$ cat src/rtl/csc_pkg.sv
// Shared types and constants for the crossfade switch controller.
// Depends on nothing; every other file of the block imports it.
package csc_pkg;

  // Field widths.
  localparam int unsigned DUR_W      = 24;  // transition duration
  localparam int unsigned CNT_W      = 4;   // source count
  localparam int unsigned MASK_W     = 8;   // connected mask
  localparam int unsigned REQ_W      = 8;   // requested index, signed
  localparam int unsigned EL_W       = 24;  // elapsed time per tick
  localparam int unsigned TIME_W     = 32;  // accumulated transition time
  localparam int unsigned PIN_W      = 3;   // mapped pin
  localparam int unsigned FRAC_W     = 24;  // Q0.24 easing ratio
  localparam int unsigned BF_W       = 17;  // Q1.16 blend factor
  localparam int unsigned CFG_IDX_W  = 2;
  localparam int unsigned CFG_DATA_W = 24;

  // Largest value the source count register can hold.
  localparam int unsigned CNT_MAX = (1 << CNT_W) - 1;

  // Register indexes of the configuration port.
  localparam logic [CFG_IDX_W-1:0] REG_DURATION = 2'd0;
  localparam logic [CFG_IDX_W-1:0] REG_COUNT    = 2'd1;
  localparam logic [CFG_IDX_W-1:0] REG_MASK     = 2'd2;

  // Register values after reset.
  localparam logic [DUR_W-1:0]  DUR_RESET  = 24'd200000;
  localparam logic [CNT_W-1:0]  CNT_RESET  = 4'd2;
  localparam logic [MASK_W-1:0] MASK_RESET = 8'd3;

  // Blend factor of a settled output, and the rounding of the cubic term:
  // (4*r3 + 128) >> 8 equals (r3 + 32) >> 6.
  localparam logic [BF_W-1:0] BF_FULL     = 17'h10000;
  localparam int unsigned     ROUND_BIAS  = 32;
  localparam int unsigned     ROUND_SHIFT = 6;

  // Pins found by the source scan.
  typedef struct packed {
    logic [PIN_W-1:0] from_pin;
    logic [PIN_W-1:0] to_pin;
  } scan_res_t;

  // One result item.
  typedef struct packed {
    logic             valid_res;
    logic [PIN_W-1:0] from_pin;
    logic [PIN_W-1:0] to_pin;
    logic             blending;
    logic [BF_W-1:0]  blend_factor;
  } res_t;

endpackage

$ cat src/rtl/csc_mul.sv
// Shift-add multiplier giving (a * b) >> 24 for two Q0.24 operands.
// One multiplier bit per cycle, least significant first. Uses csc_pkg.
module csc_mul import csc_pkg::*; (
  input  logic              clk_i,
  input  logic              rst_ni,
  input  logic              start_i,
  input  logic [FRAC_W-1:0] a_i,
  input  logic [FRAC_W-1:0] b_i,
  output logic              done_o,
  output logic [FRAC_W-1:0] prod_o
);

  localparam int unsigned CW = $clog2(FRAC_W);
  localparam logic [CW-1:0] LAST = CW'(FRAC_W - 1);

  logic                busy_q, done_q;
  logic [CW-1:0]       cnt_q;
  logic [FRAC_W-1:0]   a_q;
  logic [2*FRAC_W-1:0] prod_q;
  logic [FRAC_W:0]     sum;

  assign sum = {1'b0, prod_q[2*FRAC_W-1:FRAC_W]} + (prod_q[0] ? {1'b0, a_q} : '0);

  always_ff @(posedge clk_i or negedge rst_ni) begin
    if (!rst_ni) begin
      busy_q <= 1'b0;
      done_q <= 1'b0;
      cnt_q  <= '0;
    end else begin
      done_q <= 1'b0;
      if (start_i) begin
        busy_q <= 1'b1;
        cnt_q  <= '0;
      end else if (busy_q) begin
        cnt_q <= cnt_q + CW'(1);
        if (cnt_q == LAST) begin
          busy_q <= 1'b0;
          done_q <= 1'b1;
        end
      end
    end
  end

  always_ff @(posedge clk_i) begin
    if (start_i) begin
      a_q    <= a_i;
      prod_q <= {{FRAC_W{1'b0}}, b_i};
    end else if (busy_q) begin
      prod_q <= {sum, prod_q[FRAC_W-1:1]};
    end
  end

  assign done_o = done_q;
  assign prod_o = prod_q[2*FRAC_W-1:FRAC_W];

endmodule

$ cat config.mk
export PLATFORM = sky130hd
export DESIGN_NAME = csc_mul
export DESIGN_NICKNAME = d
export VERILOG_FILES = /design/src/rtl/csc_pkg.sv /design/src/rtl/csc_mul.sv
export SDC_FILE = /design/constraint.sdc
export NUM_CORES = 1
export LEC_CHECK = 0
export BUFFER_PORTS_ARGS = -buffer_cell sky130_fd_sc_hd__buf_2
export CAP_MARGIN = 20
export CORE_AREA = 3 3 110 112
export CTS_BUF_LIST = sky130_fd_sc_hd__clkbuf_8 sky130_fd_sc_hd__clkbuf_16
export DETAILED_ROUTE_END_ITERATION = 7
export DIE_AREA = 0 0 113 115
export PLACE_DENSITY_LB_ADDON = 0.15
export SYNTH_ARGS = -nofsm -noshare
export SYNTH_HDL_FRONTEND = slang
export SYNTH_SLANG_ARGS = --single-unit
$ cat constraint.sdc
create_clock -name clk_i -period 8.61 [get_ports clk_i]
set_input_delay 0 -clock clk_i [delete_from_list [all_inputs] [get_ports clk_i]]
set_output_delay 0 -clock clk_i [all_outputs]
set_load 0.01 [all_outputs]
# Word level (Yosys, flattened, before mapping)
# Index checks and enable logic that the tools add are counted.
op_classes:
  addsub: 2
  n_eq_ne: 1
  muxes: 11
  reduce_logical: 1
op_table:
  columns: ["cell", "n"]
  rows:
  - ["$mux W24", 3]
  - ["$add A24 B24 Y25", 1]
  - ["$mux W5", 2]
  - ["$mux W1", 6]
  - ["$add A5 B1 Y5 const B", 1]
  - ["$eq A5 B5 Y1 const B", 1]
  - ["$reduce_bool A2 Y1", 1]
word_totals:
  register_bits: 79
  input_bits: 51
  out_inout_bits: 25
  wordCells: 21

# Depth between registers and ports, before layout
logic_depth:
  depth_word: 4
  mapped_depth: 10
  mapped_depth_nobuf: 9

# Least setup slack after synthesis
# Ideal clock, no wire load.
synth_timing:
  path_kind: "reg2reg"
  start: "reg prod_q[0]"
  end: "reg prod_q[45]"
  setup_time_ps: 117
  t_arrival_ps: 2670
  required_ps: 8493
  path_slack_ps: 5823
  stages_incl_launch_ff: 11
  n_path_buf: 1
  synth_period_minus_slack_ps: 2787
  cell_sequence: "edfxtp_1 -> clkbuf_1 -> and2_1 -> ha_1 -> fa_1 -> a21oi_1 -> o211ai_2 -> a211oi_2 -> nor4_1 -> or3_1 -> a32o_1"
synth_via:
  elab_chain_len: 2
synth_rtl:
  columns: ["item", "line_no", "rtl"]
  rows:
  - ["from (decl)", "csc_mul.sv:19", "logic [2*FRAC_W-1:0] prod_q;"]
  - ["from (signal assigned)", "csc_mul.sv:47", "prod_q <= {{FRAC_W{1'b0}}, b_i};"]
  - ["from (signal assigned)", "csc_mul.sv:49", "prod_q <= {sum, prod_q[FRAC_W-1:1]};"]
  - ["$mux W24", "csc_mul.sv:22", "assign sum = {1'b0, prod_q[2*FRAC_W-1:FRAC_W]} + (prod_q[0] ? {1'b0, a_q} : '0);"]
  - ["$add A24 B24 Y25", "csc_mul.sv:22", null]
# No other way between the ends.
# A chain may end at the register's enable or synchronous reset.

# Worst setup path in the final report
# Ends and elaborated chain as after synthesis.

==> flow_summary_export.csv <==
group,metric,value,unit
synthesis,synth.avg_cell_area,10.9,µm²
floorplanning,coreArea,11300,µm²
routing,wl_per_cell,14.8,µm
timing,rsz0062_at_grt,"false",
grt,grt_max_degree,68,
floorplanning,ios,76,
synthesis,synth_edf_count,48,
finish,fin_util,49.2,%
power,swShare,30.3,%
run_status,status,"completed",
clock_network,clkSinkCount,79,
routing,wl,9.72,mm
clock_network,cts_tree,"done",
grt,grt_use_total,15.6,%
floorplanning,num_rows,39,
power,p_per_area,212,nW/µm²
grt,grt_pass1_vias,3309,
synthesis,syn_inst,411,
worst_setup_path,crit_type,"reg -> reg",
clock_network,root_buffer,"clkbuf_16",
synthesis,ys.flop_type,"edfxtp_1",
timing,final.setup_skew,7.45,ps
timing,fin_hold_ws,343,ps
grt,antenna_found_initial,0,
routing,drc,0,
finish,area_delta_synth_final,24.8,%
routing,via_per_inst,5.15,
synthesis,ys_async_sr_fraction,8.86,%
hold_path,hp-class,"in -> reg",
power,power.switching,358,µW
finish,drive_above_1_share,25.0,%
synthesis,ys_seq_area_share,47.0,%
routing,vias,3377,
hold_path,whs_path_depth,3,
clock_network,h-tree-depth,3,
power,ir_drop,0.108,mV
place,numPortBuffers,75,
finish,antenna_cells,0,
worst_setup_path,arrival,3580,ps
floorplanning,start_util,39.4,%
floorplanning,die_x,113,µm
floorplanning,die_area,13000,µm²
clock_network,clockBufferDepth,2,
clock_network,clk_latency,340,ps
synthesis,ys.warnings.count,0,
power,comb_power_share,27.2,%
timing,fin_crit_sh,38.9,%
finish,stdcell_area,5570,µm²
timing,finalWorstSetupSlack,5260,ps
clock_network,cts_setup_buffers,0,
place,place_hpwl,6.62,mm
synthesis,yosys.area.top_type,"edfxtp_1",
place,gp_congestion,0.848,
routing,drtAntennaViolNets,0,
timing,setup_viol,0,
timing,worst_slew_pin_slew,961,ps
synthesis,yosysTopAreaCellShare,32.3,%
timing,min_period,3350,ps
worst_setup_path,timing.rr.end,"prod_q[45]",
timing,finalMaxSlewViolations,0,
synthesis,synth_seq_cells,79,
timing,fmax,298,MHz
run,cap_violations,0,
timing,finalHoldViolCount,0,
synthesis,ys_types,56,
worst_setup_path,end_kind,"flip-flop",
worst_setup_path,reg2reg_slack,5260,ps
routing,drt_pass1_iterations,4,
power,p_leak,2.41,nW
power,pwr-share-clk,31.7,%
hold_path,hp-start,"start_i",
clock_network,clkTransAtPathRegs,60,ps
timing,slew_headroom,35.9,%
worst_setup_path,worstReg2RegStart,"prod_q[0]",
synthesis,syn-num-nets,488,
clock_network,cts_made_buffers,9,
floorplanning,die_y,115,µm
worst_setup_path,worstPathRequired,8840,ps
hold_path,min_to,"prod_q[26]",
timing,timing.setup.tns,0,ps
place,pre_cts_ws,5250,ps
routing,drtIter0Drc,142,
finish,nNetsFinal,585,
power,p_int,825,µW
power,pwr-share-seq,41.1,%
synthesis,synth.area.top_cells,"edfxtp_1, dfxtp_1, ha_1",
worst_setup_path,crit_path_max_fanout,24,
worst_setup_path,ff2ff_path_depth,9,
grt,grt_pass1_wl,16.0,mm
grt,overflow,0,
worst_setup_path,start_kind,"flip-flop",
synthesis,synth_area,4460,µm²
place,placed_area,4780,µm²
## worst max-delay path, stage by stage (launching register included)
cell      delay, ps
edfxtp_1        690
and2_1          270
ha_1            230
fa_1            410
a21oi_1         280
o211ai_2        150
a211oi_2        520
nor4_1          130
or3_1           330
a32o_1          240
## power groups by stage
| stage | Clock, mW | Sequential, mW | Combinational, mW |
|---|---|---|---|
| after CTS | 0.386 | 0.488 | 0.323 |
| after global placement | 0 | 0.495 | 0.300 |
| final | 0.375 | 0.487 | 0.321 |
| after global routing | 0.403 | 0.494 | 0.359 |
| after detailed placement | 0 | 0.496 | 0.304 |
| after floorplan | 0 | 0.483 | 0.259 |
## worst max-delay path by stage
stage | startpoint | to | slack, ps | cells past startpoint
5_1_grt | prod_q[0] | prod_q[45] | 4990 | 9
2_1_floorplan | prod_q[0] | prod_q[45] | 5820 | 10
6_report | prod_q[0] | prod_q[45] | 5260 | 9
3_3_place_gp | prod_q[0] | prod_q[45] | 5340 | 9
3_5_place_dp | prod_q[0] | prod_q[45] | 5250 | 9
4_1_cts | prod_q[0] | prod_q[45] | 5250 | 9
## per-stage QoR
stage          power (mW)  cells
4_1_cts              1.20    656
3_5_place_dp        0.800    590
3_3_place_gp        0.794    590
5_1_grt              1.26    656
2_1_floorplan       0.743    411
6_report             1.18    656
## kinds of logic (layout without fill, tap and decap cells)
group	count (synthesis)	in the layout	synth area share [%]
multiplexers	32	32	7.85
XOR/XNOR	17	17	3.34
AO/OA/AOI/OAI	89	89	14.3
buffers and inverters	51	153	6.48
flip-flops	79	79	47.0
adder cells (fa/ha/maj)	26	26	7.46
AND/OR/NAND/NOR	117	117	13.5
## cell usage after synthesis, types with 2 or more instances
library cell,n
mux2i_1,8
and2_1,24
nand4_1,6
dfrtp_1,7
nand3_1,10
o31ai_1,2
nor4_1,2
o21ai_0,20
a211o_1,3
xor2_1,6
nor2_1,28
edfxtp_1,48
xnor2_1,11
a211oi_1,3
and3_1,3
dfxtp_1,24
clkbuf_1,10
o211ai_1,4
o22ai_1,2
a211oi_2,2
a21oi_1,20
inv_1,10
buf_1,3
nor2b_1,2
nor3_1,5
nand2_1,24
o21bai_1,3
a32o_1,2
or3_1,4
a21o_1,10
buf_4,25
ha_1,25
nand2b_1,2
mux2_2,24
a31oi_1,6
buf_2,3
## layout by cell type, fill, tap and decap left out, drive strengths merged, types with 3 or more instances in the layout
cell type	n
dlygate4sd3	50
o31ai	3
xor2	6
or3	4
inv	13
a21o	10
o21ai	22
dfxtp	24
xnor2	11
o211ai	5
and2	24
clkbuf	9
mux2	24
and3	3
nand4	6
nor3	7
a21oi	21
nor2	28
o21bai	3
a211oi	5
a211o	3
edfxtp	48
nand3	10
nand2	25
ha	25
dfrtp	7
buf	77
mux2i	8
a31oi	6
## flip-flops by register name, summed over array words and instances (netlist names)
name and cells:
done_o 1, busy_q 1, a_q 24, cnt_q 5, prod_q 48
## cell type report
type	count	area (µm²)
clock buffer	9	225
multi-input combinational	281	2070
tap	143	179
timing repair buffer	127	891
clock inverter	7	63.8
fill	1072	5750
sequential	79	2100
inverter	10	37.5
## repair_timing
action                                  4_1_cts  5_1_grt
gates resized for setup                       0        0
hold endpoints to repair                     55        0
endpoints found under the setup margin        0        0
hold buffers                                 50        0
## layer usage
layer / vias up / part of all wire [%] / global-route usage [%]
li1: 1679 / - / -
met1: 1618 / 45 / 19.9
met2: 68 / 49 / 25.6
met3: 12 / 4.5 / 4.21
met4: 0 / 1.6 / 5.77
met5: - / 0 / 0
Note: power is estimated with default switching activity, not from simulation.
