## src/rtl/csc_pkg.sv

```systemverilog
// Shared types and constants for the crossfade switch controller.
// Depends on nothing; every other file of the block imports it.
package csc_pkg;

  // Field widths.
  localparam int unsigned DUR_W      = 24;  // transition duration
  localparam int unsigned CNT_W      = 4;   // source count
  localparam int unsigned MASK_W     = 8;   // connected mask
  localparam int unsigned REQ_W      = 8;   // requested index, signed
  localparam int unsigned EL_W       = 24;  // elapsed time per tick
  localparam int unsigned TIME_W     = 32;  // accumulated transition time
  localparam int unsigned PIN_W      = 3;   // mapped pin
  localparam int unsigned FRAC_W     = 24;  // Q0.24 easing ratio
  localparam int unsigned BF_W       = 17;  // Q1.16 blend factor
  localparam int unsigned CFG_IDX_W  = 2;
  localparam int unsigned CFG_DATA_W = 24;

  // Largest value the source count register can hold.
  localparam int unsigned CNT_MAX = (1 << CNT_W) - 1;

  // Register indexes of the configuration port.
  localparam logic [CFG_IDX_W-1:0] REG_DURATION = 2'd0;
  localparam logic [CFG_IDX_W-1:0] REG_COUNT    = 2'd1;
  localparam logic [CFG_IDX_W-1:0] REG_MASK     = 2'd2;

  // Register values after reset.
  localparam logic [DUR_W-1:0]  DUR_RESET  = 24'd200000;
  localparam logic [CNT_W-1:0]  CNT_RESET  = 4'd2;
  localparam logic [MASK_W-1:0] MASK_RESET = 8'd3;

  // Blend factor of a settled output, and the rounding of the cubic term:
  // (4*r3 + 128) >> 8 equals (r3 + 32) >> 6.
  localparam logic [BF_W-1:0] BF_FULL     = 17'h10000;
  localparam int unsigned     ROUND_BIAS  = 32;
  localparam int unsigned     ROUND_SHIFT = 6;

  // Pins found by the source scan.
  typedef struct packed {
    logic [PIN_W-1:0] from_pin;
    logic [PIN_W-1:0] to_pin;
  } scan_res_t;

  // One result item.
  typedef struct packed {
    logic             valid_res;
    logic [PIN_W-1:0] from_pin;
    logic [PIN_W-1:0] to_pin;
    logic             blending;
    logic [BF_W-1:0]  blend_factor;
  } res_t;

endpackage

```

## src/rtl/csc_div.sv

```systemverilog
// Restoring radix-2 divider giving floor(num * 2^24 / den) for num < den.
// One quotient bit per cycle. Uses csc_pkg.
module csc_div import csc_pkg::*; (
  input  logic              clk_i,
  input  logic              rst_ni,
  input  logic              start_i,
  input  logic [DUR_W-1:0]  num_i,
  input  logic [DUR_W-1:0]  den_i,
  output logic              done_o,
  output logic [FRAC_W-1:0] quot_o
);

  localparam int unsigned CW = $clog2(FRAC_W);
  localparam logic [CW-1:0] LAST = CW'(FRAC_W - 1);

  logic              busy_q, done_q;
  logic [CW-1:0]     cnt_q;
  logic [DUR_W-1:0]  rem_q;
  logic [DUR_W-1:0]  den_q;
  logic [FRAC_W-1:0] quot_q;
  logic [DUR_W:0]    shifted;
  logic              fits;

  // The remainder stays below the divisor, so it always fits DUR_W bits.
  assign shifted = {rem_q, 1'b0};
  assign fits    = shifted >= {1'b0, den_q};

  always_ff @(posedge clk_i or negedge rst_ni) begin
    if (!rst_ni) begin
      busy_q <= 1'b0;
      done_q <= 1'b0;
      cnt_q  <= '0;
    end else begin
      done_q <= 1'b0;
      if (start_i) begin
        busy_q <= 1'b1;
        cnt_q  <= '0;
      end else if (busy_q) begin
        cnt_q <= cnt_q + CW'(1);
        if (cnt_q == LAST) begin
          busy_q <= 1'b0;
          done_q <= 1'b1;
        end
      end
    end
  end

  always_ff @(posedge clk_i) begin
    if (start_i) begin
      rem_q  <= num_i;
      den_q  <= den_i;
      quot_q <= '0;
    end else if (busy_q) begin
      rem_q  <= fits ? DUR_W'(shifted - {1'b0, den_q}) : shifted[DUR_W-1:0];
      quot_q <= {quot_q[FRAC_W-2:0], fits};
    end
  end

  assign done_o = done_q;
  assign quot_o = quot_q;

endmodule

```

## config.mk

```make
export PLATFORM = sky130hd
export DESIGN_NAME = csc_div
export DESIGN_NICKNAME = d
export VERILOG_FILES = /design/src/rtl/csc_pkg.sv /design/src/rtl/csc_div.sv
export SDC_FILE = /design/constraint.sdc
export NUM_CORES = 1
export LEC_CHECK = 0
export BUFFER_PORTS_ARGS = -buffer_cell sky130_fd_sc_hd__buf_2
export CORE_MARGIN = 3
export CORE_UTILIZATION = 50
export DETAILED_ROUTE_END_ITERATION = 10
export PLACE_DENSITY = 0.75
export SLEW_MARGIN = 20
export SYNTH_ARGS = -nofsm -noshare
export SYNTH_HDL_FRONTEND = slang
export SYNTH_SLANG_ARGS = --single-unit
```

## constraint.sdc

```tcl
create_clock -name clk_i -period 2.9 [get_ports clk_i]
set_input_delay 0.435 -clock clk_i [delete_from_list [all_inputs] [get_ports clk_i]]
set_output_delay 0.435 -clock clk_i [all_outputs]
set_load 0.05 [all_outputs]
```

* After elaboration in Yosys (flattened, before gate mapping)
Cells that the tools add are included.
Word-level totals: input port bits 51, logic and storage cells 22, output and inout bits 25, bits in registers 79
Operators by class: equality and inequality tests 1, reduce and logical (&&, ||, !) cells 1, $lt $le $gt $ge 1, add/sub/neg operators 2, multiplexer cells 11
Operators by type and width (number):
- two-way mux 24 bit | 3
- >= comparator 25 x 24 -> 1 bit | 1
- subtractor 24 bit | 1
- two-way mux 5 bit | 2
- two-way mux 1 bit | 6
- adder 5 x 1 -> 5 bit, second input constant | 1
- == test 5 bit, second input constant | 1
- nonzero test 2 bit | 1

* Logic depth before layout (Yosys ltp)
word-level depth 4, gate-level depth with buffers 11, gate-level depth less buffers 10

* Worst setup path before layout
Ideal clock, no wire load.
path type register to register, start reg rem_q[13], end reg rem_q[22] (data pin), required time 2642 ps, arrival 2491 ps, slack 151 ps, cell stages (with the launch flop) 10, cell sequence edfxtp_1 > ha_1 > a21oi_2 > o211ai_2 > or3b_1 > nor3_2 > nor3_2 > o21a_4 > or4_1 > o221a_1
On the way: longest elaborated chain between the ends 4, elaborated cells between the ends (all ways) 5, classes of those cells 1 x add/sub; 1 x order compare; 3 x mux
Ends and longest elaborated chain:
- start: declaration | line csc_div.sv:18 | logic [DUR_W-1:0] rem_q;
- start signal: assignment | line csc_div.sv:50 | rem_q <= num_i;
- start signal: assignment | line csc_div.sv:54 | rem_q <= fits ? DUR_W'(shifted - {1'b0, den_q}) : shifted[DUR_W-1:0];
- subtractor 24 bit or >= comparator 25 x 24 -> 1 bit (tied branches) | line csc_div.sv:54, csc_div.sv:26
- two-way mux 24 bit (*) | line csc_div.sv:54
- two-way mux 24 bit (*) | line csc_div.sv:53 | end else if (busy_q) begin
- two-way mux 24 bit (*) | line csc_div.sv:49 | if (start_i) begin
Mark *: on every way between the ends. The rest lies on a longest branch, timed or not. The select of a mux whose other input is x is not followed. A chain may end at the register's enable or synchronous reset.

* Final worst setup path
start reg rem_q[15], end reg rem_q[16] (data pin)
Same word-level chain as after synthesis.

==> reports/metrics.csv <==
metric,value,unit
Comb pwr share,51.6,%
core region area,8420,um^2
"Async S/R FF share, synth",8.86,%
crit-path max FO,8,
Clock Skews,0.00776,ns
sequential-to-total area share from yosys stat,47.2,%
area occupied by multi-input gates,2320,um^2
Hold Path Depth,1,
max-cap violation count,0,
worst vdd ir,0.398,mV
Post-Syn Instances,435,
row cnt,33,
CTS tree,yes,
first-pass GRT wire length,17800,um
"Distinct cells, synth",61,
DIE AREA,10100,um^2
met2 usage,37.1,%
synth-to-layout area growth,23.0,%
FF+latch area,2100,um^2
GPL Wtd Cong,1.07,
Yosys Warn Count,0,
final-stage net count,603,
Via Count,3743,
non-filler instance count after layout,636,
die width,100,um
HP Class,in -> reg,
Yosys top cell area share,32.4,%
Synth area leader,edfxtp_1,
IO buf count,75,
post-DP HPWL,7740,um
All-Layer GR Usage,22.0,%
met3 usage,4.10,%
largest net degree at the start of global routing,57,
crit path capture type,register,
layout cell share with drive strength beyond 1,27.7,%
relative slew slack,54.8,%
"EDFF count, synth",48,
most crowded layer after global routing,met2,
clk root buf,clkbuf_8,
"Req. time, crit path",3.02,ns
flop-to-flop setup slack,0.05,ns
antenna cell count,0,
initial antenna violation count,0,
Post-Syn Area per Cell,10.2,um^2
DRC,0,
Crit Path Category,reg -> reg,
Global Route met1 Usage,28.0,%
synth top area cells,"edfxtp_1 (32%), dfxtp_1 (11%), ha_1 (7.0%)",
CTS Buffer Depth,2,
fmax,350,MHz
period utilization,98.4,%
"CTS clk-pin slew, worst paths",0.09,ns
worst path cell trace,ha_4 > nand2_1 > o211ai_2 > nor3_1 > or3_1 > nor3_4 > o21a_4 > nor2_4 > buf_12 > a311o_1,
"Net Count, Synth",512,
critical path's largest stage delay,0.45,ns
sw frac,40.4,%
post-route ant nets,0,
Placed Cells,613,
Hold Fails Final Rpt,0,
Clock Power Share,17.4,%
status,"complete, no violations",
DRT iter0 DRCs,254,
worst reg2reg path depth,10,
Post-Syn Area,4450,um^2
setup violators final,0,
Final Max Tran Viols,0,
vias in the first global route,3768,
total net switching power,2110,uW
Slew @ Worst Pin,0.678,ns
number of fill cells,673,
sequential power share,31.0,%
initial core utilization,52.8,%
type of origin of the critical path,register,
CP arrival,2.97,ns
Via density,5.89,
latest clock arrival within the worst-skew pair,0.36,ns
CP max stage cell,edfxtp_1,
fin util,64.9,%
post-synthesis register bit count,79,
P_leak,0.00252,uW
Tmin final,2.85,ns
"Remaining Overflow, GRT",0,
Wirelength per Cell,17.3,um
Internal Power,3110,uW
Top Ports,76,
CTS H-tree lvls,3,
total CTS buffers,9,
Die Y,100,um
Pre-antenna DRT Iters,5,
"wirelength, routed",11000,um
Synth Flop Type,edfxtp_1,
PwrDens,954,nW/um^2
clock sink count,79,
-- synthesized netlist by cell type, types with 2 or more instances --
master / number
edfxtp_1: 48
nor2_1: 41
nand2_1: 29
inv_1: 26
ha_1: 25
dfxtp_1: 24
mux2i_1: 24
a21oi_1: 16
clkbuf_1: 16
xnor2_1: 16
nand4_1: 15
o21ai_0: 14
a31oi_1: 10
nand3_1: 10
a21o_1: 9
xor2_1: 8
dfrtp_1: 7
nand2b_1: 7
o311ai_1: 7
and2_1: 6
nor3_1: 6
nor2b_1: 5
o311ai_0: 5
o31ai_1: 5
and3_1: 4
buf_2: 4
a211oi_1: 3
a41oi_1: 3
o2111a_1: 3
o21bai_1: 3
a21oi_2: 2
buf_1: 2
nor3_2: 2
or2_2: 2
or3_1: 2
-- layer usage --
| metal | share of wire [%] | vias up | routed length, um |
|---|---|---|---|
| met5 | 0 | - | 0 |
| met4 | 2.7 | 0 | 303 |
| met3 | 7.1 | 33 | 785 |
| met2 | 49 | 148 | 5370 |
| met1 | 41 | 1778 | 4560 |
| li1 | - | 1784 | - |
-- kinds of logic (layout without fill, tap and decap cells) --
logic type | Yosys count | in the layout | share of synthesized area (%)
and+or+nand+nor | 138 | 138 | 15.5
adders and majority gates | 26 | 26 | 7.49
AOI/OAI and AO/OA | 95 | 95 | 15.4
xor gates and xnor gates | 24 | 24 | 4.73
buffers and inverters | 49 | 145 | 4.25
DFF | 79 | 79 | 47.2
muxes | 24 | 24 | 5.40
-- power groups by stage --
stage                     Sequential [uW]  Combinational [uW]  Clock [uW]
after global routing                 1640                2920         960
after CTS                            1600                2390         918
after floorplan                      1610                1660           0
after global placement               1600                2280           0
after detailed placement             1610                2350           0
final                                1620                2690         907
-- through the flow --
step / area [um^2] / power [uW] / worst slack (ns) / hold slack [ns] / setup TNS [ns]
2_1_floorplan: 4450 / 3270 / 0.151 / 0.139 / 0
3_3_place_gp: 5030 / 3890 / 0.0982 / 0.273 / 0
3_5_place_dp: 5030 / 3960 / 0.000483 / 0.275 / 0
4_1_cts: 5280 / 4900 / 0.00206 / 0.240 / 0
5_1_grt: 5470 / 5520 / -0.0638 / 0.239 / -0.124
6_report: 5470 / 5220 / 0.0469 / 0.243 / 0
-- timing repair --
action,CTS,global route
gates resized for setup,2,26
setup buffers,0,6
setup endpoints to repair,3,24
hold buffers,1,0
hold endpoints to repair,7,0
pin swaps,0,11
gates cloned,0,0
-- area by class of cell --
| type | count | area share, % |
|---|---|---|
| timing repair buffer | 102 | 10.8 |
| tap | 105 | 2.40 |
| clock buffer | 11 | 3.18 |
| sequential | 79 | 38.4 |
| inverter | 27 | 1.85 |
| multi-input combinational | 307 | 42.5 |
| clock inverter | 5 | 0.893 |
-- flip-flops by register name, indices dropped and copies added, names as in the netlist --
register and flops:
cnt_q 5, den_q 24, rem_q 24, quot_o 24, done_o 1, busy_q 1
-- worst max-delay path, delay by kind of cell, from the launching register on --
family,cells,cell delay [ns]
AO/OA/AOI/OAI,3,0.74
adder cells (fa/ha/maj),1,0.34
buffers and inverters,1,0.15
flip-flops,1,0.45
AND/OR/NAND/NOR,5,0.92
-- placed cells by master (no fill, tap or decap), types with 7 or more instances in the layout --
| cell type | n |
|---|---|
| nand4_1 | 15 |
| nand3_1 | 10 |
| mux2i_1 | 24 |
| nor2_1 | 40 |
| clkbuf_8 | 9 |
| dfrtp_1 | 7 |
| nand2_1 | 29 |
| a21o_1 | 9 |
| buf_2 | 75 |
| dfxtp_1 | 24 |
| nand2b_1 | 7 |
| edfxtp_1 | 48 |
| o311ai_1 | 9 |
| a21oi_1 | 14 |
| inv_1 | 25 |
| buf_4 | 25 |
| ha_1 | 17 |
| xor2_1 | 8 |
| o21ai_0 | 14 |
| a31oi_1 | 9 |
| xnor2_1 | 16 |
-- final timing paths --
path | from | to
min in group asynchronous | rst_ni | cnt_q[3]
min | den_i[4] | den_q[4]
max in group asynchronous | rst_ni | cnt_q[4]
max reg2reg | rem_q[15] | rem_q[16]
max | rem_q[15] | rem_q[16]
min reg2reg | quot_o[23] | quot_o[23]
Power figures use the tool's default switching activity.
