--- config.mk ---
export PLATFORM = sky130hd
export DESIGN_NAME = csc_pin_scan
export DESIGN_NICKNAME = d
export VERILOG_FILES = /design/src/rtl/csc_pkg.sv /design/src/rtl/csc_pin_scan.sv
export SDC_FILE = /design/constraint.sdc
export NUM_CORES = 1
export LEC_CHECK = 0
export BUFFER_PORTS_ARGS = -buffer_cell sky130_fd_sc_hd__buf_4
export CAP_MARGIN = 20
export CORE_ASPECT_RATIO = 0.6
export CORE_MARGIN = 1.5
export CORE_UTILIZATION = 50
export CTS_BUF_LIST = sky130_fd_sc_hd__clkbuf_4 sky130_fd_sc_hd__clkbuf_8
export DETAILED_ROUTE_END_ITERATION = 8
export GPL_TIMING_DRIVEN = 0
export PLACE_DENSITY_LB_ADDON = 0.12
export SLEW_MARGIN = 20
export SYNTH_ARGS = -nofsm -noshare
export SYNTH_HDL_FRONTEND = slang
export SYNTH_SLANG_ARGS = --single-unit
--- constraint.sdc ---
create_clock -name clk_i -period 1.8 [get_ports clk_i]
set_clock_uncertainty 0.2 [all_clocks]
set_input_delay 0.36 -clock clk_i [delete_from_list [all_inputs] [get_ports clk_i]]
set_output_delay 0.36 -clock clk_i [all_outputs]
set_load 0.01 [all_outputs]
--- src/rtl/csc_pkg.sv ---
// Shared types and constants for the crossfade switch controller.
// Depends on nothing; every other file of the block imports it.
package csc_pkg;

  // Field widths.
  localparam int unsigned DUR_W      = 24;  // transition duration
  localparam int unsigned CNT_W      = 4;   // source count
  localparam int unsigned MASK_W     = 8;   // connected mask
  localparam int unsigned REQ_W      = 8;   // requested index, signed
  localparam int unsigned EL_W       = 24;  // elapsed time per tick
  localparam int unsigned TIME_W     = 32;  // accumulated transition time
  localparam int unsigned PIN_W      = 3;   // mapped pin
  localparam int unsigned FRAC_W     = 24;  // Q0.24 easing ratio
  localparam int unsigned BF_W       = 17;  // Q1.16 blend factor
  localparam int unsigned CFG_IDX_W  = 2;
  localparam int unsigned CFG_DATA_W = 24;

  // Largest value the source count register can hold.
  localparam int unsigned CNT_MAX = (1 << CNT_W) - 1;

  // Register indexes of the configuration port.
  localparam logic [CFG_IDX_W-1:0] REG_DURATION = 2'd0;
  localparam logic [CFG_IDX_W-1:0] REG_COUNT    = 2'd1;
  localparam logic [CFG_IDX_W-1:0] REG_MASK     = 2'd2;

  // Register values after reset.
  localparam logic [DUR_W-1:0]  DUR_RESET  = 24'd200000;
  localparam logic [CNT_W-1:0]  CNT_RESET  = 4'd2;
  localparam logic [MASK_W-1:0] MASK_RESET = 8'd3;

  // Blend factor of a settled output, and the rounding of the cubic term:
  // (4*r3 + 128) >> 8 equals (r3 + 32) >> 6.
  localparam logic [BF_W-1:0] BF_FULL     = 17'h10000;
  localparam int unsigned     ROUND_BIAS  = 32;
  localparam int unsigned     ROUND_SHIFT = 6;

  // Pins found by the source scan.
  typedef struct packed {
    logic [PIN_W-1:0] from_pin;
    logic [PIN_W-1:0] to_pin;
  } scan_res_t;

  // One result item.
  typedef struct packed {
    logic             valid_res;
    logic [PIN_W-1:0] from_pin;
    logic [PIN_W-1:0] to_pin;
    logic             blending;
    logic [BF_W-1:0]  blend_factor;
  } res_t;

endpackage

--- src/rtl/csc_pin_scan.sv ---
// Serial source scan: maps the from and to indexes onto connected pins.
// One source is examined per cycle. Uses csc_pkg.
module csc_pin_scan import csc_pkg::*; #(
  parameter int unsigned IDX_W = 3
) (
  input  logic              clk_i,
  input  logic              rst_ni,
  input  logic              start_i,
  input  logic [CNT_W-1:0]  count_i,
  input  logic [MASK_W-1:0] mask_i,
  input  logic [IDX_W-1:0]  from_idx_i,
  input  logic [IDX_W-1:0]  to_idx_i,
  output logic              done_o,
  output scan_res_t         pins_o
);

  logic             busy_q, done_q;
  logic [CNT_W-1:0] pos_q;
  logic [1:0]       fwd_hit_q, bwd_hit_q;
  logic [PIN_W-1:0] fwd_pin_q [2];
  logic [PIN_W-1:0] bwd_pin_q [2];
  logic [CNT_W-1:0] tgt [2];
  logic             conn;
  logic             last;

  // A source beyond the mask width is never connected.
  assign conn   = (pos_q < CNT_W'(MASK_W)) && mask_i[pos_q[PIN_W-1:0]];
  assign last   = (pos_q == count_i - CNT_W'(1));
  assign tgt[0] = CNT_W'(from_idx_i);
  assign tgt[1] = CNT_W'(to_idx_i);

  always_ff @(posedge clk_i or negedge rst_ni) begin
    if (!rst_ni) begin
      busy_q    <= 1'b0;
      done_q    <= 1'b0;
      pos_q     <= '0;
      fwd_hit_q <= '0;
      bwd_hit_q <= '0;
    end else begin
      done_q <= 1'b0;
      if (start_i) begin
        busy_q    <= 1'b1;
        pos_q     <= '0;
        fwd_hit_q <= '0;
        bwd_hit_q <= '0;
      end else if (busy_q) begin
        for (int k = 0; k < 2; k++) begin
          if (conn) begin
            if (pos_q <= tgt[k]) begin
              fwd_hit_q[k] <= 1'b1;
            end else if (!bwd_hit_q[k]) begin
              bwd_hit_q[k] <= 1'b1;
            end
          end
        end
        pos_q <= pos_q + CNT_W'(1);
        if (last) begin
          busy_q <= 1'b0;
          done_q <= 1'b1;
        end
      end
    end
  end

  // Nearest connected source at or below the target wins; failing that,
  // the nearest one above it.
  always_ff @(posedge clk_i) begin
    if (busy_q && conn) begin
      for (int k = 0; k < 2; k++) begin
        if (pos_q <= tgt[k]) begin
          fwd_pin_q[k] <= pos_q[PIN_W-1:0];
        end else if (!bwd_hit_q[k]) begin
          bwd_pin_q[k] <= pos_q[PIN_W-1:0];
        end
      end
    end
  end

  assign done_o          = done_q;
  assign pins_o.from_pin = fwd_hit_q[0] ? fwd_pin_q[0] : bwd_pin_q[0];
  assign pins_o.to_pin   = fwd_hit_q[1] ? fwd_pin_q[1] : bwd_pin_q[1];

endmodule

==> Word level (Yosys, flattened, before mapping) <==
Memory sizes are Yosys's and may differ from the RTL's.
Index checks and enable logic that the tools add are counted.
{ "classes": {"n_addsub": 2, "magnitude_cmp": 4, "eq_ne": 3, "muxes": 38, "n_reduce_logical": 10} }
{ "op_table": {"columns": ["operator", "n"], "rows": [
  ["two-way mux 1 bit", 29],
  ["AND reduction 3 bit", 4],
  ["<= comparator 4 x 3 -> 1 bit", 2],
  ["two-way mux 2 bit", 4],
  ["two-way mux 4 bit", 2],
  ["nonzero test 2 bit", 4],
  ["two-way mux 3 bit", 2],
  ["adder 4 x 1 -> 4 bit (second input constant)", 1],
  ["== test 4 bit", 1],
  ["less-than comparator 3 x 4 -> 1 bit (second input constant)", 1],
  ["less-than comparator 4 bit (second input constant)", 1],
  ["inequality test 2 bit (second input constant)", 2],
  ["subtractor 4 x 1 -> 4 bit (second input constant)", 1],
  ["binary-select mux 1 bit (select 3 bit)", 1],
  ["logical AND 1 bit", 2]
]} }
{ "totals": {"reg_bits": 10, "ramBits": 12, "input_bits": 21, "output_inout_bits": 7, "elab_cells": 66, "n_memories": 2} }
{ "memory_table": {"columns": ["name", "depth", "width", "read_ports", "rd_clocked_by_memory_dff", "write_ports", "line", "source"], "rows": [
  ["bwd_pin_q", 2, 3, 2, 0, 2, "csc_pin_scan.sv:21", "logic [PIN_W-1:0] bwd_pin_q [2];"],
  ["fwd_pin_q", 2, 3, 2, 0, 2, "csc_pin_scan.sv:20", "logic [PIN_W-1:0] fwd_pin_q [2];"]
]} }

==> Depth between registers and ports, before layout <==
Gate-level depths: netlist (run 1).
{ "logic_depth": {"depth_word": 6, "ltp_mapped": 7, "depth_no_buf": 6} }

==> Worst setup path before layout (run 1) <==
No wires, ideal clock.
{ "synth_path": {"kind": "register to register", "from": "register pos_q[1]", "to": "memory bwd_pin_q[0][0], enable pin", "setup_time_ns": 0.345, "arrival_time_ns": 1.342, "required_time_ns": 1.255, "path_slack_ns": -0.087, "stages_incl_launch_ff": 6, "n_path_buf": 1, "period_less_slack_ns": 1.887, "path_cell_list": "dfrtp_1 -> buf_6 -> mux2i_1 -> a22oi_2 -> nand3_2 -> nor3_1"} }
{ "synth_rtl": {"columns": ["item", "line", "source"], "rows": [
  ["start, declared", "csc_pin_scan.sv:18", "logic [CNT_W-1:0] pos_q;"],
  ["start signal, assigned", "csc_pin_scan.sv:56", "pos_q <= pos_q + CNT_W'(1);"],
  ["end, declared", "csc_pin_scan.sv:21", null]
]} }

==> results.md, run 1 <==
- Worst-margin pin slew: 0.2572 ns
- Synth area leader: edfxtp_1
- Die ar.: 2811 um2
- Reg2Reg Setup Slack: -0.22 ns
- Max cap viols: 0
- Via/cell ratio: 5.298
- Overall Power: 1.899 mW
- CP Max Fanout: 4
- RSZ-0062 raised after global routing: true
- CP arrival: 1.78 ns
- Synth Flop Type: edfxtp_1
- Area contributors post-synth: edfxtp_1 29%, dfrtp_1 20%, ha_1 8.0%
- R2r endpoint: fwd_pin_q[0][3]
- Crit Path Class: reg -> reg
- Final WL: 2840 um
- Largest net degree at the start of global routing: 13
- Cell Count, Final, Fillers Out: 178
- Reg power frac: 0.405
- Reg area: 616.8 um2
- Synth warnings: 0
- Dpl ws: -0.2749 ns
- Peak VDD IR: 0.0004743 V
- Critical Path End: fwd_pin_q[0][3]
- Worst setup path start: pos_q[1]
- H-tree Lvls: 1
- Seq/Total Area, Yosys: 0.4900
- Final GP Congestion: 0.7564
- Minimum clock period: 2.025 ns
- Multi-input combinational cell area: 630.6 um2
- Hpwl dp: 1912 um
- Initial antenna violation count: 0
- Worst r2r path cells: 5
- Routed Antenna Nets: 0
- Layout fillers: 157
- Number of synthesized flops with an enable pin: 12
- Layout Area Growth over Synthesis: 37.55%
- Post-Syn Area per Cell: 11.87 um2
- DRC errors left: 0
- Pwr Density: 1108 nW/um2
- Vias: 943
- Final WS setup: -0.2245 ns
- Outcome: finished, violations left
- Post-synth top cells: 12 x edfxtp_1, 12 x inv_1, 10 x dfrtp_1
- Setup Viol. Count Final: 14
- Antenna fix cells: 0
- Post-DR wirelength/cell: 15.96 um
- Layout cells sized above 1: 0.5068
- Fin. Hold Viols: 0
- First-pass GRT wire length: 4278 um
- Critical register-to-register path startpoint: pos_q[1]
- Die Wd: 67.45 um
- DRC violation total after the first TritonRoute iteration: 30
- Violated checks: setup timing
- Clk buf depth: 2
- Synth cell types: 29
- Setup_tns: -2.047 ns
- Switching share of power: 0.3340
- TritonCTS Buffers: 3
- Comb pwr share: 0.438
- Share of the clock period used by the worst path after layout: 1.125
- Synth Cell Area: 1246 um2
- Max-slew violations: 0
- Drt first pass iters: 4
- Post-Place Cells: 162
- FFs w/ async S/R, synth: 0.4545
- Grt total ovfl: 0
- Leak Pwr: 0.7683 nW
- Die Height: 41.67 um
- Synthesized Nets: 134
- Worst hold path class: in -> async
- Critical path startpoint category: register
- Clk sinks: 22
- TritonCTS clock tree: built
- NetSw: 634.1 uW
- Synth top area share: 0.2892
- Area of the core: 2261 um2
- Root Buffer: clkbuf_8
- CTS clk-pin slew, worst paths: 0.07 ns
- Required @ worst endpoint: 1.56 ns
- Cells after synthesis: 105
- Crit end category: register
- Number of port buffers: 27
- Vias in the first global route: 955
- Total I/O pin count: 28
- Clk_lat worst skew: 0.26 ns
- Internal power: 1.265 mW
- Clk pwr share: 0.157
- Max transition margin: 0.8236
- NumNets Final: 178
- FMAX: 493.9 MHz
- Gr usage total: 0.2111
- Starting Density: 0.5512
- Row Count: 13
- Synthesized flop and latch total: 22
layout make-up:
cell class,instances,area share
plain buffers,5,0.02555
clock buffers,3,0.02409
clock inverters,1,0.002190
inverters,12,0.02628
multi-input cells,66,0.3679
flip-flops and latches,22,0.3599
well taps,30,0.02190
repair buffers,39,0.1723
cell families (layout without fill, tap and decap cells):
kind of cell | count (synthesis) | in the layout | synth area share
and+or+nand+nor | 23 | 23 | 0.1034
DFF | 22 | 22 | 0.4900
buffers and inverters | 17 | 60 | 0.07128
AOI/OAI and AO/OA | 16 | 16 | 0.1004
muxes | 11 | 11 | 0.09839
adders and majority gates | 8 | 8 | 0.08032
xor gates and xnor gates | 8 | 8 | 0.05623
per-layer routing:
metal	up-vias	track usage	share of wire
met5	-	0	0
met4	0	0.06122	0.016
met3	7	0.04878	0.029
met2	24	0.3525	0.50
met1	449	0.2740	0.45
li1	463	-	-
cells in the final DEF (no fill, tap or decap), types with 2 or more instances in the layout:
cell / instances
ha_1: 8
mux2i_1: 4
mux2_2: 6
nand3_1: 2
dfrtp_2: 5
nor2b_1: 3
clkbuf_8: 3
nor2_1: 7
xor2_1: 3
buf_4: 38
o21ai_2: 2
buf_6: 3
nor2_2: 2
o32ai_2: 4
o21a_1: 5
edfxtp_1: 12
inv_1: 11
xnor2_1: 5
buf_2: 2
nor3_4: 2
dfrtp_1: 5
state kept, by name (all words and copies together) (netlist names):
| name | flops |
|---|---|
| fwd_pin_q | 6 |
| pos_q | 4 |
| bwd_pin_q | 6 |
| bwd_hit_q | 2 |
| done_o | 1 |
| fwd_hit_q | 2 |
| busy_q | 1 |
worst max-delay path, stage by stage (launching register included):
cell,delay (ns)
dfrtp_2,0.46
ha_1,0.30
nor2b_1,0.14
o21a_1,0.21
o21a_1,0.23
nor2_2,0.19
power groups by stage:
| stage | logic (mW) | registers [mW] | clock network (mW) |
|---|---|---|---|
| after CTS | 0.730 | 0.763 | 0.303 |
| after global placement | 0.624 | 0.761 | 0 |
| after floorplan | 0.453 | 0.741 | 0 |
| after global routing | 0.897 | 0.778 | 0.322 |
| final | 0.832 | 0.769 | 0.298 |
| after detailed placement | 0.655 | 0.778 | 0 |
worst min-delay path by stage:
stage	startpoint	endpoint	slack, ns	cells after the start
global route	rst_ni	busy_q	0.30	2
CTS	rst_ni	busy_q	0.27	2
floorplan	rst_ni	busy_q	-0.14	0
global placement	rst_ni	pos_q[3]	-0.006	1
finish	rst_ni	pos_q[2]	0.27	2
detailed placement	rst_ni	pos_q[3]	-0.0004	1
per-stage QoR:
step                hold slack (ns)  cell area (um2)  utilization
finish                       0.2653             1714       0.7582
global route                 0.2989             1714       0.7582
CTS                          0.2677             1624       0.7183
detailed placement       -0.0003790             1509       0.6674
global placement          -0.006118             1509       0.6674
floorplan                   -0.1356             1269            -
what timing repair did:
| item | CTS | global route |
|---|---|---|
| gates resized for setup | 6 | 12 |
| hold buffers | 1 | 0 |
| endpoints found under the hold margin | 10 | 0 |
| setup buffers | 6 | 5 |
| pin swaps | 3 | 8 |
| endpoints found under the setup margin | 16 | 20 |
Note: power is estimated with default switching activity, not from simulation.
==> run 2, diff against run 1 <==
--- a/config.mk
+++ b/config.mk
@@ -5,6 +5,7 @@
 export SDC_FILE = /design/constraint.sdc
 export NUM_CORES = 1
 export LEC_CHECK = 0
+export ABC_CLOCK_PERIOD_IN_PS = 1800
 export BUFFER_PORTS_ARGS = -buffer_cell sky130_fd_sc_hd__buf_4
 export CAP_MARGIN = 20
 export CORE_ASPECT_RATIO = 0.6
@@ -12,7 +13,6 @@
 export CORE_UTILIZATION = 50
 export CTS_BUF_LIST = sky130_fd_sc_hd__clkbuf_4 sky130_fd_sc_hd__clkbuf_8
 export DETAILED_ROUTE_END_ITERATION = 8
-export GPL_TIMING_DRIVEN = 0
 export PLACE_DENSITY_LB_ADDON = 0.12
 export SLEW_MARGIN = 20
 export SYNTH_ARGS = -nofsm -noshare
==> results.md, run 2 (synthesis gave the netlist of run 1 again) <==
- Leak Pwr: 0.7652 nW
- R2r endpoint: bwd_pin_q[0][4]
- Post-DP Area: 1533 um2
- Worst path max stage delay: 0.45 ns
- Fin. Hold Viols: 0
- TritonCTS Buffers: 3
- Gr usage total: 0.2296
- CTS clk-pin slew, worst paths: 0.08 ns
- Clk pwr share: 0.170
- Share of the clock period used by the worst path after layout: 1.117
- Crit-path slowest cell: dfrtp_2
- CP cell instances: buf_6 > mux2i_2 > a22oi_2 > nand3_4 > nor3_4
- Crit end category: register
- Critical register-to-register path startpoint: pos_q[1]
- Hold Path Origin: start_i
- Crit Path Class: reg -> reg
- Violated checks: setup timing
- Design Area, Final: 1719 um2
- Vias: 937
- Top flop regs: bwd_pin_q (6), fwd_pin_q (6), pos_q (4)
- Final GP Congestion: 0.7298
- Most frequent cells in the layout: 38 x buf_4, 12 x inv_1, 12 x edfxtp_1
- Grt total ovfl: 0
- Clk sinks: 22
- Total I/O pin count: 28
- DRC violation total after the first TritonRoute iteration: 33
- Setup Viol. Count Final: 14
- Reg power frac: 0.394
- Max cap viols: 0
- Row Count: 13
- Hold path cells: 2
- Clk buf depth: 2
- Final WS setup: -0.2114 ns
- CP Max Fanout: 5
- Peak VDD IR: 0.0005561 V
- Die ar.: 2811 um2
- NetSw: 658.7 uW
- Final WL: 2862 um
- Worst r2r path cells: 5
- Die Height: 41.67 um
- Max transition margin: 0.8156
- Number of port buffers: 27
- Layout cells sized above 1: 0.5139
- Commonest non-fill, non-tap cell in the layout: buf_4
- Routed Antenna Nets: 0
- Internal power: 1.292 mW
- Reg2Reg Setup Slack: -0.21 ns
- Starting Density: 0.5512
- Die Wd: 67.45 um
- Outcome: finished, violations left
- Overall Power: 1.951 mW
- Worst hold path class: in -> reg
- Drt first pass iters: 4
- Clk_lat worst skew: 0.26 ns
- Layout Area Growth over Synthesis: 37.95%
- Required @ worst endpoint: 1.56 ns
- H-tree Lvls: 1
- Worst setup path start: pos_q[1]
- Worst hold endpoint: pos_q[3]
- Area of the core: 2261 um2
- Largest net degree at the start of global routing: 13
- Initial antenna violation count: 0
- FMAX: 497.2 MHz
- CP arrival: 1.77 ns
- DRC errors left: 0
- RSZ-0062 raised after global routing: true
- NumNets Final: 174
- Max-slew violations: 0
- Pwr Density: 1135 nW/um2
- Root Buffer: clkbuf_8
- Switching share of power: 0.3377
- Worst-margin pin slew: 0.2689 ns
- First-pass GRT wire length: 4664 um
- Hpwl dp: 2089 um
- Antenna fix cells: 0
- Via/cell ratio: 5.385
- Minimum clock period: 2.011 ns
- Vias in the first global route: 983
- TritonCTS clock tree: built
- Post-DR wirelength/cell: 16.45 um
- Comb pwr share: 0.436
- Critical path startpoint category: register
-- run 2: routing by layer --
metal  track usage  vias up  wire length (um)
met5             0        -                 0
met4       0.07755        0                31
met3       0.04336        4               159
met2        0.3505       40              1416
met1        0.3297      444              1255
li1              -      449                 -
-- run 2: through the flow --
step | setup TNS [ns] | util | hold slack (ns) | setup slack [ns] | std cells
global placement | -1.804 | 0.6779 | -0.002236 | -0.2014 | 166
global route | -2.888 | 0.7604 | 0.1726 | -0.2705 | 174
detailed placement | -2.545 | 0.6779 | -0.001663 | -0.2603 | 166
CTS | -1.548 | 0.7316 | 0.1488 | -0.1364 | 174
floorplan | -0.2834 | - | -0.1356 | -0.02658 | 105
finish | -1.947 | 0.7604 | 0.1611 | -0.2114 | 174
-- run 2: power groups by stage --
stage          Sequential [mW]  Clock, mW  Combinational (mW)
2_1_floorplan            0.741          0               0.453
3_3_place_gp             0.756          0               0.661
3_5_place_dp             0.766          0               0.694
4_1_cts                  0.762      0.333               0.774
5_1_grt                  0.783      0.357               0.928
6_report                 0.769      0.331               0.851
-- run 2: layout make-up --
class	count	area [um2]
clock buffers	4	48.80
fillers	147	541.8
flip-flops and latches	22	614.3
well taps	30	37.54
repair buffers	40	306.5
inverters	12	45.04
multi-input cells	66	666.9
-- run 2: critical path, delay by kind of cell, from the launching register on --
family | cells | cell delay [ns]
buf+inv | 1 | 0.15
compound gates | 1 | 0.25
simple gates | 2 | 0.50
mux | 1 | 0.15
flops | 1 | 0.45
-- run 2: worst max path at each step --
stage / endpoint / slack (ns) / cells past startpoint
final: bwd_pin_q[0][4] / -0.21 / 5
after global routing: bwd_pin_q[0][3] / -0.27 / 5
after CTS: fwd_pin_q[0][2] / -0.14 / 5
after detailed placement: bwd_pin_q[0][2] / -0.26 / 8
after global placement: bwd_pin_q[0][3] / -0.20 / 5
after floorplan: bwd_pin_q[0][0] / -0.03 / 5
-- run 2: what timing repair did --
| item | 4_1_cts | 5_1_grt |
|---|---|---|
| resized for setup | 9 | 15 |
| setup endpoints to repair | 16 | 22 |
| pin swaps | 8 | 10 |
| cloned | 0 | 0 |
| buffers inserted | 5 | 1 |
| hold buffers | 1 | 0 |
| hold endpoints to repair | 10 | 0 |
